`src/hw/rtl/bbi2c_pkg.sv`:
```
package bbi2c_pkg;

  // sequencer phases, one pin tick per visit; PH_ACK_HIGH and PH_STOP_B wait one extra tick
  typedef enum logic [3:0] {
    PH_IDLE      = 4'd0,
    PH_START_A   = 4'd1,
    PH_START_B   = 4'd2,
    PH_START_C   = 4'd3,
    PH_TX_LOW    = 4'd4,
    PH_TX_HIGH   = 4'd5,
    PH_ACK_LOW   = 4'd6,
    PH_ACK_HIGH  = 4'd7,
    PH_STOP_A    = 4'd8,
    PH_STOP_B    = 4'd9,
    PH_RX_LOW    = 4'd10,
    PH_RX_HIGH   = 4'd11,
    PH_MACK_LOW  = 4'd12,
    PH_MACK_HIGH = 4'd13,
    PH_FINISH    = 4'd14
  } phase_t;

  // opcode values
  localparam logic OP_WRITE = 1'b0;
  localparam logic OP_READ  = 1'b1;

  // one tick item: command fields and sampled sda
  typedef struct packed {
    logic       start_cmd;
    logic       opcode;
    logic [7:0] dev_address;
    logic [7:0] register_address;
    logic [3:0] byte_count;
    logic [7:0] write_byte;
    logic       sda_in;
  } tick_in_t;

  // pin levels and status for one tick
  typedef struct packed {
    logic       scl_level;
    logic       sda_drive;
    logic       sda_level;
    logic [7:0] read_byte;
    logic       read_valid;
    logic       byte_request;
    logic       busy_res;
    logic       done_res;
  } tick_out_t;

endpackage

```
`src/hw/rtl/bitbang_i2c_register_master.sv`:
```
// Bit-banged I2C register master, advanced one pin-timing tick per item.
// Each item on the cmd channel (cmd_valid/cmd_ready) is one tick: it carries a
// command (taken only while idle) and the sampled SDA level. For every item
// exactly one result leaves on the res channel (res_valid/res_ready), giving
// the SCL level, SDA drive enable and level, a received byte with its strobe,
// a write data request and busy/done flags.
// The result of an item is registered at the edge that accepts it.
// Throughput is one item per cycle while the receiver takes results; the
// sequencer, payload and output registers are the only stored elements on the path.
// A new item is taken whenever the output register is empty or is being
// emptied in the same cycle, so a stalled receiver holds the result and
// stops the input side only while the register stays full.
// A write sends start, device address, register address and the data bytes
// (write_byte is sampled the tick after byte_request). A read sends both
// addresses, a stop, a repeated start and the read address, then clocks in
// the bytes, acknowledging all but the last.
// Reset puts the sequencer in idle and empties the output register.
module bitbang_i2c_register_master #(
  parameter int MAX_DATA_BYTES = 8
) (
  input  logic                 clk,
  input  logic                 rst,
  input  logic                 cmd_valid,
  output logic                 cmd_ready,
  input  bbi2c_pkg::tick_in_t  cmd,
  output logic                 res_valid,
  input  logic                 res_ready,
  output bbi2c_pkg::tick_out_t res
);
  import bbi2c_pkg::*;

  // byte index counts up to the count plus one
  localparam int BW = $clog2(MAX_DATA_BYTES + 2);

  phase_t        phase, phase_next, ph;
  logic [2:0]    bit_index, bit_index_next;
  logic [BW-1:0] byte_index, byte_index_next;
  logic [7:0]    shift_byte, shift_byte_next;
  logic          tick_wait, tick_wait_next;
  logic          is_read, is_read_next;
  logic [7:0]    held_device, held_device_next;
  logic [7:0]    held_register, held_register_next;
  logic [BW-1:0] held_count, held_count_next;

  logic          fire;
  logic          capture;
  logic [BW-1:0] cnt_sat;
  logic [7:0]    tx_src;
  logic [7:0]    tx_byte;
  logic [7:0]    rx_shift;
  logic          more_tx;
  logic          mack_last;
  tick_out_t     res_next;

  // handshake: output register frees the input side
  assign cmd_ready = !res_valid || res_ready;
  assign fire      = cmd_valid && cmd_ready;

  // command capture on an idle tick
  assign capture = (phase == PH_IDLE) && cmd.start_cmd;
  assign cnt_sat = (cmd.byte_count > 4'(MAX_DATA_BYTES)) ? BW'(MAX_DATA_BYTES)
                                                        : BW'(cmd.byte_count);

  // effective state for this tick, after a possible capture
  logic [BW-1:0] bidx;
  logic          rd;
  logic [7:0]    hdev, hreg;
  logic [BW-1:0] hcnt;
  logic [2:0]    bit_cur;
  logic          wait_cur;
  always_comb begin
    if (capture) begin
      ph       = PH_START_A;
      bidx     = '0;
      rd       = cmd.opcode;
      hdev     = cmd.dev_address;
      hreg     = cmd.register_address;
      hcnt     = cnt_sat;
      bit_cur  = '0;
      wait_cur = 1'b0;
    end else begin
      ph       = phase;
      bidx     = byte_index;
      rd       = is_read;
      hdev     = held_device;
      hreg     = held_register;
      hcnt     = held_count;
      bit_cur  = bit_index;
      wait_cur = tick_wait;
    end
  end

  // byte to send and shared decisions
  always_comb begin
    if (bidx == BW'(0)) begin
      tx_src = hdev;
    end else if (bidx == BW'(1)) begin
      tx_src = hreg;
    end else if (rd == OP_READ) begin
      tx_src = hdev + 8'd1;
    end else begin
      tx_src = cmd.write_byte;
    end
  end

  assign tx_byte   = (bit_cur == 3'd0) ? tx_src : shift_byte;
  assign rx_shift  = {shift_byte[6:0], cmd.sda_in};
  assign more_tx   = (bidx <= hcnt);
  assign mack_last = ((bidx + BW'(1)) >= hcnt);

  // next state
  always_comb begin
    phase_next         = ph;
    bit_index_next     = bit_cur;
    byte_index_next    = bidx;
    shift_byte_next    = shift_byte;
    tick_wait_next     = wait_cur;
    is_read_next       = rd;
    held_device_next   = hdev;
    held_register_next = hreg;
    held_count_next    = hcnt;
    case (ph)
      PH_START_A: phase_next = PH_START_B;
      PH_START_B: phase_next = PH_START_C;
      PH_START_C: begin
        bit_index_next = '0;
        phase_next     = PH_TX_LOW;
      end
      PH_TX_LOW: begin
        shift_byte_next = tx_byte;
        phase_next      = PH_TX_HIGH;
      end
      PH_TX_HIGH: begin
        shift_byte_next = {shift_byte[6:0], 1'b0};
        if (bit_cur == 3'd7) begin
          bit_index_next = '0;
          tick_wait_next = 1'b0;
          phase_next     = PH_ACK_LOW;
        end else begin
          bit_index_next = bit_cur + 3'd1;
          phase_next     = PH_TX_LOW;
        end
      end
      PH_ACK_LOW: phase_next = PH_ACK_HIGH;
      PH_ACK_HIGH: begin
        if (!wait_cur) begin
          tick_wait_next = 1'b1;
        end else begin
          tick_wait_next = 1'b0;
          if (rd == OP_WRITE) begin
            if (more_tx) begin
              byte_index_next = bidx + BW'(1);
              phase_next      = PH_TX_LOW;
            end else begin
              phase_next = PH_FINISH;
            end
          end else if (bidx == BW'(0)) begin
            byte_index_next = BW'(1);
            phase_next      = PH_TX_LOW;
          end else if (bidx == BW'(1)) begin
            phase_next = PH_STOP_A;
          end else if (hcnt != '0) begin
            byte_index_next = '0;
            bit_index_next  = '0;
            shift_byte_next = '0;
            phase_next      = PH_RX_LOW;
          end else begin
            phase_next = PH_FINISH;
          end
        end
      end
      PH_STOP_A: begin
        tick_wait_next = 1'b0;
        phase_next     = PH_STOP_B;
      end
      PH_STOP_B: begin
        if (!wait_cur) begin
          tick_wait_next = 1'b1;
        end else begin
          tick_wait_next  = 1'b0;
          byte_index_next = BW'(2);
          phase_next      = PH_START_A;
        end
      end
      PH_RX_LOW: phase_next = PH_RX_HIGH;
      PH_RX_HIGH: begin
        shift_byte_next = rx_shift;
        if (bit_cur == 3'd7) begin
          bit_index_next = '0;
          phase_next     = PH_MACK_LOW;
        end else begin
          bit_index_next = bit_cur + 3'd1;
          phase_next     = PH_RX_LOW;
        end
      end
      PH_MACK_LOW: phase_next = PH_MACK_HIGH;
      PH_MACK_HIGH: begin
        if (!mack_last) begin
          byte_index_next = bidx + BW'(1);
          shift_byte_next = '0;
          phase_next      = PH_RX_LOW;
        end else begin
          phase_next = PH_FINISH;
        end
      end
      default: phase_next = PH_IDLE;
    endcase
  end

  // pin levels and status for this tick
  always_comb begin
    res_next              = '0;
    res_next.scl_level    = 1'b1;
    res_next.sda_drive    = 1'b1;
    res_next.sda_level    = 1'b1;
    res_next.busy_res     = 1'b1;
    case (ph)
      PH_START_A: res_next.scl_level = 1'b0;
      PH_START_B: ;
      PH_START_C: res_next.sda_level = 1'b0;
      PH_TX_LOW: begin
        res_next.scl_level = 1'b0;
        res_next.sda_level = tx_byte[7];
      end
      PH_TX_HIGH: res_next.sda_level = shift_byte[7];
      PH_ACK_LOW: begin
        res_next.scl_level = 1'b0;
        res_next.sda_drive = 1'b0;
        res_next.sda_level = 1'b0;
      end
      PH_ACK_HIGH: begin
        res_next.sda_drive    = 1'b0;
        res_next.sda_level    = 1'b0;
        res_next.byte_request = wait_cur && (rd == OP_WRITE) && more_tx &&
                                (bidx != BW'(0));
      end
      PH_STOP_A: res_next.sda_level = 1'b0;
      PH_STOP_B: ;
      PH_RX_LOW: begin
        res_next.scl_level = 1'b0;
        res_next.sda_drive = 1'b0;
        res_next.sda_level = 1'b0;
      end
      PH_RX_HIGH: begin
        res_next.sda_drive = 1'b0;
        res_next.sda_level = 1'b0;
        if (bit_cur == 3'd7) begin
          res_next.read_valid = 1'b1;
          res_next.read_byte  = rx_shift;
        end
      end
      PH_MACK_LOW: begin
        res_next.scl_level = 1'b0;
        res_next.sda_level = mack_last;
      end
      PH_MACK_HIGH: res_next.sda_level = mack_last;
      PH_FINISH: res_next.done_res = 1'b1;
      default: res_next.busy_res = 1'b0;
    endcase
  end

  // sequencer registers, advanced once per accepted item
  always_ff @(posedge clk) begin
    if (rst) begin
      phase         <= PH_IDLE;
      bit_index     <= '0;
      byte_index    <= '0;
      tick_wait     <= 1'b0;
      is_read       <= 1'b0;
      held_count    <= '0;
    end else if (fire) begin
      phase         <= phase_next;
      bit_index     <= bit_index_next;
      byte_index    <= byte_index_next;
      tick_wait     <= tick_wait_next;
      is_read       <= is_read_next;
      held_count    <= held_count_next;
    end
  end

  // payload registers
  always_ff @(posedge clk) begin
    if (rst) begin
      shift_byte    <= '0;
      held_device   <= '0;
      held_register <= '0;
    end else if (fire) begin
      shift_byte    <= shift_byte_next;
      held_device   <= held_device_next;
      held_register <= held_register_next;
    end
  end

  // output register
  always_ff @(posedge clk) begin
    if (rst) begin
      res_valid <= 1'b0;
    end else if (fire) begin
      res_valid <= 1'b1;
    end else if (res_ready) begin
      res_valid <= 1'b0;
    end
  end

  always_ff @(posedge clk) begin
    if (fire) begin
      res <= res_next;
    end
  end

endmodule
```
`config.mk`:
```
export PLATFORM = sky130hd
export DESIGN_NAME = bitbang_i2c_register_master
export DESIGN_NICKNAME = d
export VERILOG_FILES = /design/src/hw/rtl/bbi2c_pkg.sv /design/src/hw/rtl/bitbang_i2c_register_master.sv
export SDC_FILE = /design/constraint.sdc
export NUM_CORES = 1
export LEC_CHECK = 0
export ABC_AREA = 1
export BUFFER_PORTS_ARGS = -buffer_cell sky130_fd_sc_hd__buf_2
export CORE_MARGIN = 8
export CORE_UTILIZATION = 50
export DETAILED_ROUTE_END_ITERATION = 8
export GPL_ROUTABILITY_DRIVEN = 0
export HOLD_SLACK_MARGIN = 0.05
export MAX_ROUTING_LAYER = met4
export PLACE_DENSITY_LB_ADDON = 0.12
export SYNTH_ARGS = -nofsm -noshare
export SYNTH_HDL_FRONTEND = slang
export SYNTH_SLANG_ARGS = --single-unit
export TNS_END_PERCENT = 5
```
`constraint.sdc`:
```
create_clock -name clk -period 5.5 [get_ports clk]
set_clock_uncertainty 0.1 [all_clocks]
set_input_delay 0 -clock clk [delete_from_list [all_inputs] [get_ports clk]]
set_output_delay 0 -clock clk [all_outputs]
set_load 0.01 [all_outputs]
```
Word level (Yosys, flattened, before mapping)
Cells that the tools add are included.
{"block": "totals", "reg_bits": 57, "latchBits": 0, "mem_bits_rw": 0, "rom_bits": 0, "inputBits": 35, "elab_cells": 131, "n_memories": 0}
{"block": "op_classes", "addsub": 3, "n_mul": 0, "n_div": 0, "n_lt_le_gt_ge": 3, "eq_ne": 23, "shift": 0, "mux": 58, "n_bitwise": 1, "n_reduce_logical": 24}
{"operator": "$mux W8", "n": 12}
{"operator": "$mux W4", "n": 17}
{"operator": "$pmux W4 S13", "n": 1}
{"operator": "$pmux W8 S5", "n": 1}
{"operator": "$mux W3", "n": 11}
{"operator": "$eq A4 B4 Y1 const B", "n": 7}
{"operator": "$eq A4 B3 Y1 const B", "n": 4}
{"operator": "$ne A2 B2 Y1 const B", "n": 7}
{"operator": "$reduce_or A14 Y1", "n": 1}
{"operator": "$pmux W4 S3", "n": 1}
{"operator": "$mux W1", "n": 11}
{"operator": "$pmux W3 S3", "n": 1}
{"operator": "$reduce_and A9 Y1", "n": 1}
{"operator": "$add A8 B1 Y8 const B", "n": 1}
{"operator": "$eq A4 B1 Y1 const B", "n": 2}
{"operator": "$eq A4 B2 Y1 const B", "n": 2}
{"operator": "$logic_not A4 Y1", "n": 2}
{"operator": "$reduce_and A8 Y1", "n": 1}
{"operator": "$reduce_bool A4 Y1", "n": 2}
{"operator": "$reduce_or A2 Y1", "n": 3}
{"operator": "$reduce_or A6 Y1", "n": 1}
{"operator": "$logic_and A1 B1 Y1", "n": 5}
{"operator": "$reduce_bool A5 Y1", "n": 1}
{"operator": "$reduce_or A5 Y1", "n": 1}
{"operator": "16 further kinds", "n": 16}

Longest topological paths before layout
Gate-level depths: netlist of run 1.
{"block": "depth", "ltp_word": 10, "mapped_depth": 22, "mapped_depth_nobuf": 21}

Worst setup path after synthesis of run 1
OpenSTA, ideal clock, no wires.
{"block": "synth_timing", "path_type": "reg-to-reg", "startpoint": "reg phase[1]", "endpoint": "reg shift_byte[4]", "setup_ns": 0.122, "arrival_time_ns": 2.853, "required_time_ns": 5.278, "setup_slack_ns": 2.426, "stages_incl_launch_ff": 20, "n_path_buf": 4, "cell_sequence": "dfxtp_1 -> buf_4 -> nor2_4 -> nand3_4 -> buf_6 -> buf_8 -> nand2_1 -> inv_1 -> ha_1 -> xnor2_1 -> ha_1 -> o211ai_1 -> nand3_1 -> nand2_2 -> nand3_2 -> a21oi_4 -> nand3_4 -> buf_6 -> nor2_1 -> a21oi_2"}
{"block": "synth_via", "elab_chain_len": 9, "elab_cells_between_ends": 36, "classes_between": "add/sub (2); order compare (1); eq/ne (13); mux (13); reduce/logical (7)"}
{"item": "from (decl)", "line_no": "bitbang_i2c_register_master.sv:35", "source": "phase_t phase, phase_next, ph;"}
{"item": "from (signal assigned)", "line_no": "bitbang_i2c_register_master.sv:272", "source": "phase <= phase_next;"}
{"item": "$logic_not A4 Y1", "line_no": "bitbang_i2c_register_master.sv:60", "source": "assign capture = (phase == PH_IDLE) && cmd.start_cmd;"}
{"item": "$logic_and A1 B1 Y1", "line_no": "bitbang_i2c_register_master.sv:60"}
{"item": "$mux W8", "line_no": "bitbang_i2c_register_master.sv:72", "source": "if (capture) begin"}
{"item": "$add A8 B1 Y8", "line_no": "bitbang_i2c_register_master.sv:100", "source": "tx_src = hdev + 8'd1;"}
{"item": "$mux W8", "line_no": "bitbang_i2c_register_master.sv:99", "source": "end else if (rd == OP_READ) begin"}
{"item": "$mux W8", "line_no": "bitbang_i2c_register_master.sv:97", "source": "end else if (bidx == BW'(1)) begin"}
{"item": "$mux W8", "line_no": "bitbang_i2c_register_master.sv:95", "source": "if (bidx == BW'(0)) begin"}
{"item": "$mux W8", "line_no": "bitbang_i2c_register_master.sv:106", "source": "assign tx_byte = (bit_cur == 3'd0) ? tx_src : shift_byte;"}
{"item": "$pmux W8 S5", "line_no": "bitbang_i2c_register_master.sv:122", "source": "case (ph)"}
{"item": "to (signal assigned)", "line_no": "bitbang_i2c_register_master.sv:288", "source": "shift_byte <= shift_byte_next;"}
{"item": "to (decl)", "line_no": "bitbang_i2c_register_master.sv:38", "source": "logic [7:0] shift_byte, shift_byte_next;"}
Parallel ways exist; a longest one is shown, timed or not. The select of a mux whose other input is x is not followed.
A chain may end at the register's enable or synchronous reset.

Final worst setup path of run 1
{"block": "layout_timing", "startpoint": "reg phase[2]", "endpoint": "reg shift_byte[4]"}
Same word-level chain as after synthesis.

==> impl_metrics.tcl, run 1 <==
set metrics [dict create \
    clock_path_buffers 2 \
    drv_slew 0 \
    cts_buffers 9 \
    setup_ws_ns 1.49 \
    numPortBuffers 51 \
    nets 706 \
    die_h_um 106 \
    cts_root_buf "clkbuf_8" \
    syn_avg_cell_area_um2 6.74 \
    finalSetupViolCount 0 \
    fp.coreArea_um2 7770 \
    syn_inst 595 \
    die_w_um 106 \
    clock_sinks 57 \
    fin_crit_sh 0.730 \
    cts_setup_buffers 0 \
    io_pins 52 \
    synth_top_cell_by_area "dfxtp_1" \
    synth_top_family_by_area "simple AND/OR/NAND/NOR gates" \
    slew_headroom 0.460 \
    viasPerCell 5.31 \
    muxShareOfSynthArea 0.00250 \
    grtUsageTotal 0.200 \
    nFillCells 755 \
    synth_flop_cell "dfxtp_1" \
    syn_to_final_growth_pct 16.6 \
    cap_violations 0 \
    path_clk_slew_ns 0.08 \
    fin_tns_setup_ns 0 \
    holdCritPathClass "primary input to flop" \
    routedWlPerCell_um 14.2 \
    synth_most_common_cell "nand2_1" \
    p_leak_nw 2.33 \
    rows 32 \
    required_ns 5.63 \
    yosys_warnings 0 \
    firstDrtPassIters 5 \
    fin_crit_ns 4.01 \
    antenna_found_initial 0 \
    post-place-ws_ns 1.53 \
    ys_top_cells_by_count "nand2_1, inv_1, nor2_1, a21oi_1, o21ai_0" \
    timing.fmax_mhz 249 \
    grt_setup_unrepaired "false" \
    fp.dieArea_um2 11100 \
    grt_overflow 0 \
    synth_edf_count 15 \
    drive_gt1_frac 0.185 \
    critical_path.reg2reg.startpoint "phase[2]" \
    synthAdderAreaFrac 0.0468 \
    insertion_delay_ns 0.35 \
    drt-total-wl_um 10800 \
    htree_levels 3 \
    grt_pass1_wl_um 17800 \
    grt_max_degree 36 \
    ant_nets 0 \
    ys_async_sr_fraction 0 \
    start_kind "flop" \
    synth_area_um2 4010 \
    synth_cell_type_count 42 \
    min_from "cmd[21]" \
    power_density_nw_per_um2 256 \
    synth_seq_cells 57 \
    dpl.hpwl_um 7760 \
    worst_pin_slew_ns 0.810 \
    yosysSeqAreaShare 0.322 \
    finish.utilization 0.602 \
    netlist.area_leader.share 0.210 \
    initial_core_util 0.516 \
    grt_pass1_vias 3788 \
    critPathKind "flop to flop" \
    syn-num-nets 645 \
    via_count 4048 \
    crit_start "phase[2]" \
    synthSimpleGateAreaFrac 0.312 \
    cp-end-kind "flop" \
    n_antenna_cell 0 \
    synth_area_leaders "dfxtp_1, nand2_1, edfxtp_1" \
    synth_xor_area_frac 0.00437 \
    drt-initial-drc-count 255 \
    drc 0 \
    cts_tree "done" \
    status "completed" \
    synth-compound-area-share 0.189 \
    hold_viol_final 0 \
    cp_max_fo 28 \
    cp.arrival_ns 4.15 \
    ir_drop_mv 0.135 \
    ctsResizeCount 0 \
]
[sequential cells by signal, summed over array words and instances, names as in the netlist]
name,count
held_count,4
res_valid,1
bit_index,3
res,15
tick_wait,1
shift_byte,8
byte_index,4
phase,4
is_read,1
held_register,8
held_device,8
[cell usage in the layout, fill, tap and decap left out, drive strengths merged, types with 15 or more instances in the layout]
cell type | netlist | layout
nand2 | 162 | 162
inv | 98 | 98
nor2 | 67 | 67
a21oi | 54 | 54
buf | 10 | 53
o21ai | 53 | 53
dfxtp | 42 | 42
nand3 | 25 | 25
dlygate4sd3 | 0 | 17
ha | 15 | 15
edfxtp | 15 | 15
[path summary, 6_finish.rpt]
check	slack (ns)	endpoint	cells after the start
setup / recovery	1.49	shift_byte[4]	15
hold reg to reg	0.37	bit_index[0]	2
setup reg to reg	1.49	shift_byte[4]	15
hold / removal	0.08	held_device[0]	5
[cells by family (layout without fill, tap and decap cells)]
family | Yosys count | count (layout)
XOR/XNOR | 2 | 2
adder cells (fa/ha/maj) | 15 | 15
AO/OA/AOI/OAI | 132 | 132
multiplexers | 1 | 1
buffers and inverters | 119 | 185
AND/OR/NAND/NOR | 269 | 269
flip-flops | 57 | 57
[metrics by stage]
stage | cell area (um2) | cells | hold WS, ns | power, W
global route | 4680 | 763 | 0.100 | 0.00126
floorplan | 4010 | 595 | 0.0268 | 0.000678
global placement | 4290 | 730 | 0.198 | 0.000739
finish | 4680 | 763 | 0.0826 | 0.00120
CTS | 4680 | 763 | 0.0521 | 0.00120
detailed placement | 4290 | 730 | 0.209 | 0.000744
[worst max-delay path, cell delays in order, from the launching register on]
cell      delay (ns)
dfxtp_1         0.37
nor2_1          0.64
nand3_4         0.54
nand2_1         0.30
inv_1           0.13
ha_1            0.23
xnor2_1         0.21
ha_1            0.28
o211ai_1        0.09
nand3_1         0.17
nand2_2         0.15
nand3_2         0.09
a21oi_4         0.19
nand3_4         0.18
nor2_1          0.18
a21oi_2         0.07
[layer usage]
layer  vias to the layer above  wire [um]  track usage
met1                      1846       5090        0.257
met4                         0        195       0.0794
met3                        19        618       0.0292
met2                       134       4910        0.309
met5                         -          0            -
li1                       2049          -            -
[final cells by class]
class	count	area, um2	area share
multi-input cells	419	2230	0.476
clock inverters	6	81.3	0.0174
clock buffers	10	138	0.0294
inverters	99	372	0.0795
repair buffers	70	440	0.0942
flip-flops and latches	57	1290	0.276
well taps	102	128	0.0273
[power by group]
part	internal, W	leakage (nW)	switching (W)
logic	0.0000975	1.73	0.000185
registers	0.000454	0.489	0.0000117
clock network	0.000264	0.110	0.000185
[repair_timing]
action / CTS / global route
hold endpoints to repair: 21 / 0
hold buffers: 17 / 0
setup endpoints to repair: 0 / 0
No activity file was read; power rests on OpenSTA's default activity.
==> run 2: changes to the inputs <==
==> constraint.sdc (replaced) <==
create_clock -name clk -period 4.1 [get_ports clk]
set_clock_uncertainty 0.1 [all_clocks]
set_input_delay 0 -clock clk [delete_from_list [all_inputs] [get_ports clk]]
set_output_delay 0 -clock clk [all_outputs]
set_load 0.01 [all_outputs]
==> impl_metrics.tcl, run 2 (synthesized netlist as in run 1, its figures left out) <==
set metrics [dict create \
    dpl.hpwl_um 7950 \
    worstPathCellList "nor2_1 > buf_4 > nand3_4 > nand2_1 > inv_1 > ha_1 > xnor2_1 > ha_1 > o211ai_1 > nand3_1 > nand2_2 > nand3_2 > a21oi_4 > nand3_4 > nand2_1 > nand2_1 > a21oi_2" \
    cap_violations 0 \
    critPathKind "flop to flop" \
    numPortBuffers 51 \
    routedWlPerCell_um 14.2 \
    hold_viol_final 0 \
    fin_tns_setup_ns 0 \
    r2r-end "shift_byte[4]" \
    crit_family "simple AND/OR/NAND/NOR gates" \
    initial_core_util 0.516 \
    largest_register "res" \
    start_kind "flop" \
    cp_num_buf_inv 2 \
    cp-end-kind "flop" \
    fin_crit_sh 0.771 \
    fin_crit_ns 3.16 \
    path_clk_slew_ns 0.07 \
    grt_setup_unrepaired "false" \
    final_cell_mix "nand2_1, inv_1, nor2_1, buf_2, a21oi_1" \
    cp.arrival_ns 3.34 \
    htree_levels 3 \
    cp-endpoint "shift_byte[4]" \
    rows 32 \
    cts_tree "done" \
    cp_max_fo 13 \
    clock_sinks 57 \
    p_leak_nw 2.32 \
    grt_max_degree 48 \
    drv_slew 0 \
    slew_headroom 0.461 \
    firstDrtPassIters 5 \
    ctsResizeCount 0 \
    drc 0 \
    grt_pass1_vias 3713 \
    holdCritPathClass "primary input to flop" \
    critical_path.max_stage_delay_ns 0.37 \
    cts_buffers 9 \
    layout_commonest_cell "nand2_1" \
    worst_pin_slew_ns 0.808 \
    rrSetupSlack_ns 0.94 \
    via_count 4029 \
    crit_start "phase[2]" \
    cts_root_buf "clkbuf_8" \
    io_pins 52 \
    drt-total-wl_um 10900 \
    viasPerCell 5.27 \
    cp.depth 17 \
    critical_path.reg2reg.startpoint "phase[2]" \
    largest_reg_flops 15 \
    drive_gt1_frac 0.187 \
    finalSetupViolCount 0 \
    grt_pass1_wl_um 17400 \
    power_density_nw_per_um2 329 \
    fp.dieArea_um2 11100 \
    grtUsageTotal 0.197 \
    syn_to_final_growth_pct 16.2 \
    rr_worst_depth 17 \
    ant_nets 0 \
    n_antenna_cell 0 \
    finish.utilization 0.600 \
    die_h_um 106 \
    die_w_um 106 \
    ir_drop_mv 0.354 \
    crit_top_cell "nand2_1" \
    crit_path_top_delay_cell "dfxtp_1" \
    clock_path_buffers 2 \
    antenna_found_initial 0 \
    insertion_delay_ns 0.33 \
    grt_overflow 0 \
    timing.fmax_mhz 316 \
    drt-initial-drc-count 290 \
    required_ns 4.27 \
    nets 707 \
    fp.coreArea_um2 7770 \
    status "completed" \
]
-- run 2: changes by cell type in the layout (fill, tap and decap cells not counted), sizes merged --
| cell | before | now |
|---|---|---|
| clkbuf | 10 | 9 |
| clkinv | 4 | 5 |
| dlygate4sd3 | 17 | 16 |
| bufinv | 2 | 1 |
| clkinvlp | 1 | 2 |
| buf | 53 | 55 |
-- run 2: worst min-delay path, delay by kind of cell --
family	cells	cell delay (ns)
compound gates	1	0.08
buf+inv	3	0.23
simple gates	3	0.16
-- run 2: stage by stage --
| stage | cells | power, W | hold slack [ns] | cell area, um2 | worst slack [ns] |
|---|---|---|---|---|---|
| after global placement | 732 | 0.000995 | 0.195 | 4300 | 1.10 |
| after global routing | 764 | 0.00161 | 0.0867 | 4660 | 0.674 |
| final | 764 | 0.00153 | 0.0692 | 4660 | 0.937 |
| after CTS | 764 | 0.00154 | 0.0562 | 4660 | 0.959 |
| after floorplan | 595 | 0.000909 | 0.0268 | 4010 | 1.03 |
| after detailed placement | 732 | 0.000999 | 0.208 | 4300 | 0.991 |
-- run 2: how the worst min path moves through the flow --
stage / to / cells past startpoint / startpoint / slack (ns)
global placement: res_valid / 4 / res_ready / 0.20
global route: held_count[2] / 7 / cmd[11] / 0.09
CTS: held_count[2] / 7 / cmd[11] / 0.06
finish: held_count[2] / 7 / cmd[11] / 0.07
floorplan: cmd_ready / 2 / res_ready / 0.03
detailed placement: res_valid / 4 / res_ready / 0.21
-- run 2: power by group --
group          total (W)  leakage (nW)  switching, W  internal (W)
Clock           0.000529        0.0929      0.000249      0.000279
Combinational   0.000381          1.74      0.000249      0.000132
Sequential      0.000624         0.489     0.0000149      0.000609
-- run 2: timing repair --
action / in CTS / in global routing
endpoints found under the hold margin: 20 / 0
buffers inserted: 0 / 0
hold buffers: 16 / 0
-- run 2: routing by layer --
layer / vias to the layer above / wire length, um / global-route usage
li1: 2047 / - / -
met3: 14 / 598 / 0.0414
met2: 128 / 4960 / 0.311
met5: - / 0 / -
met4: 0 / 163 / 0.0683
met1: 1840 / 5140 / 0.244
-- run 2: area by class of cell --
| class | instances | area, um2 |
|---|---|---|
| Fill cell | 750 | 3110 |
| Multi-Input combinational cell | 419 | 2230 |
| Sequential cell | 57 | 1290 |
| Timing Repair Buffer | 71 | 445 |
| Inverter | 99 | 372 |
| Tap cell | 102 | 128 |
| Clock buffer | 9 | 124 |
| Clock inverter | 7 | 71.3 |
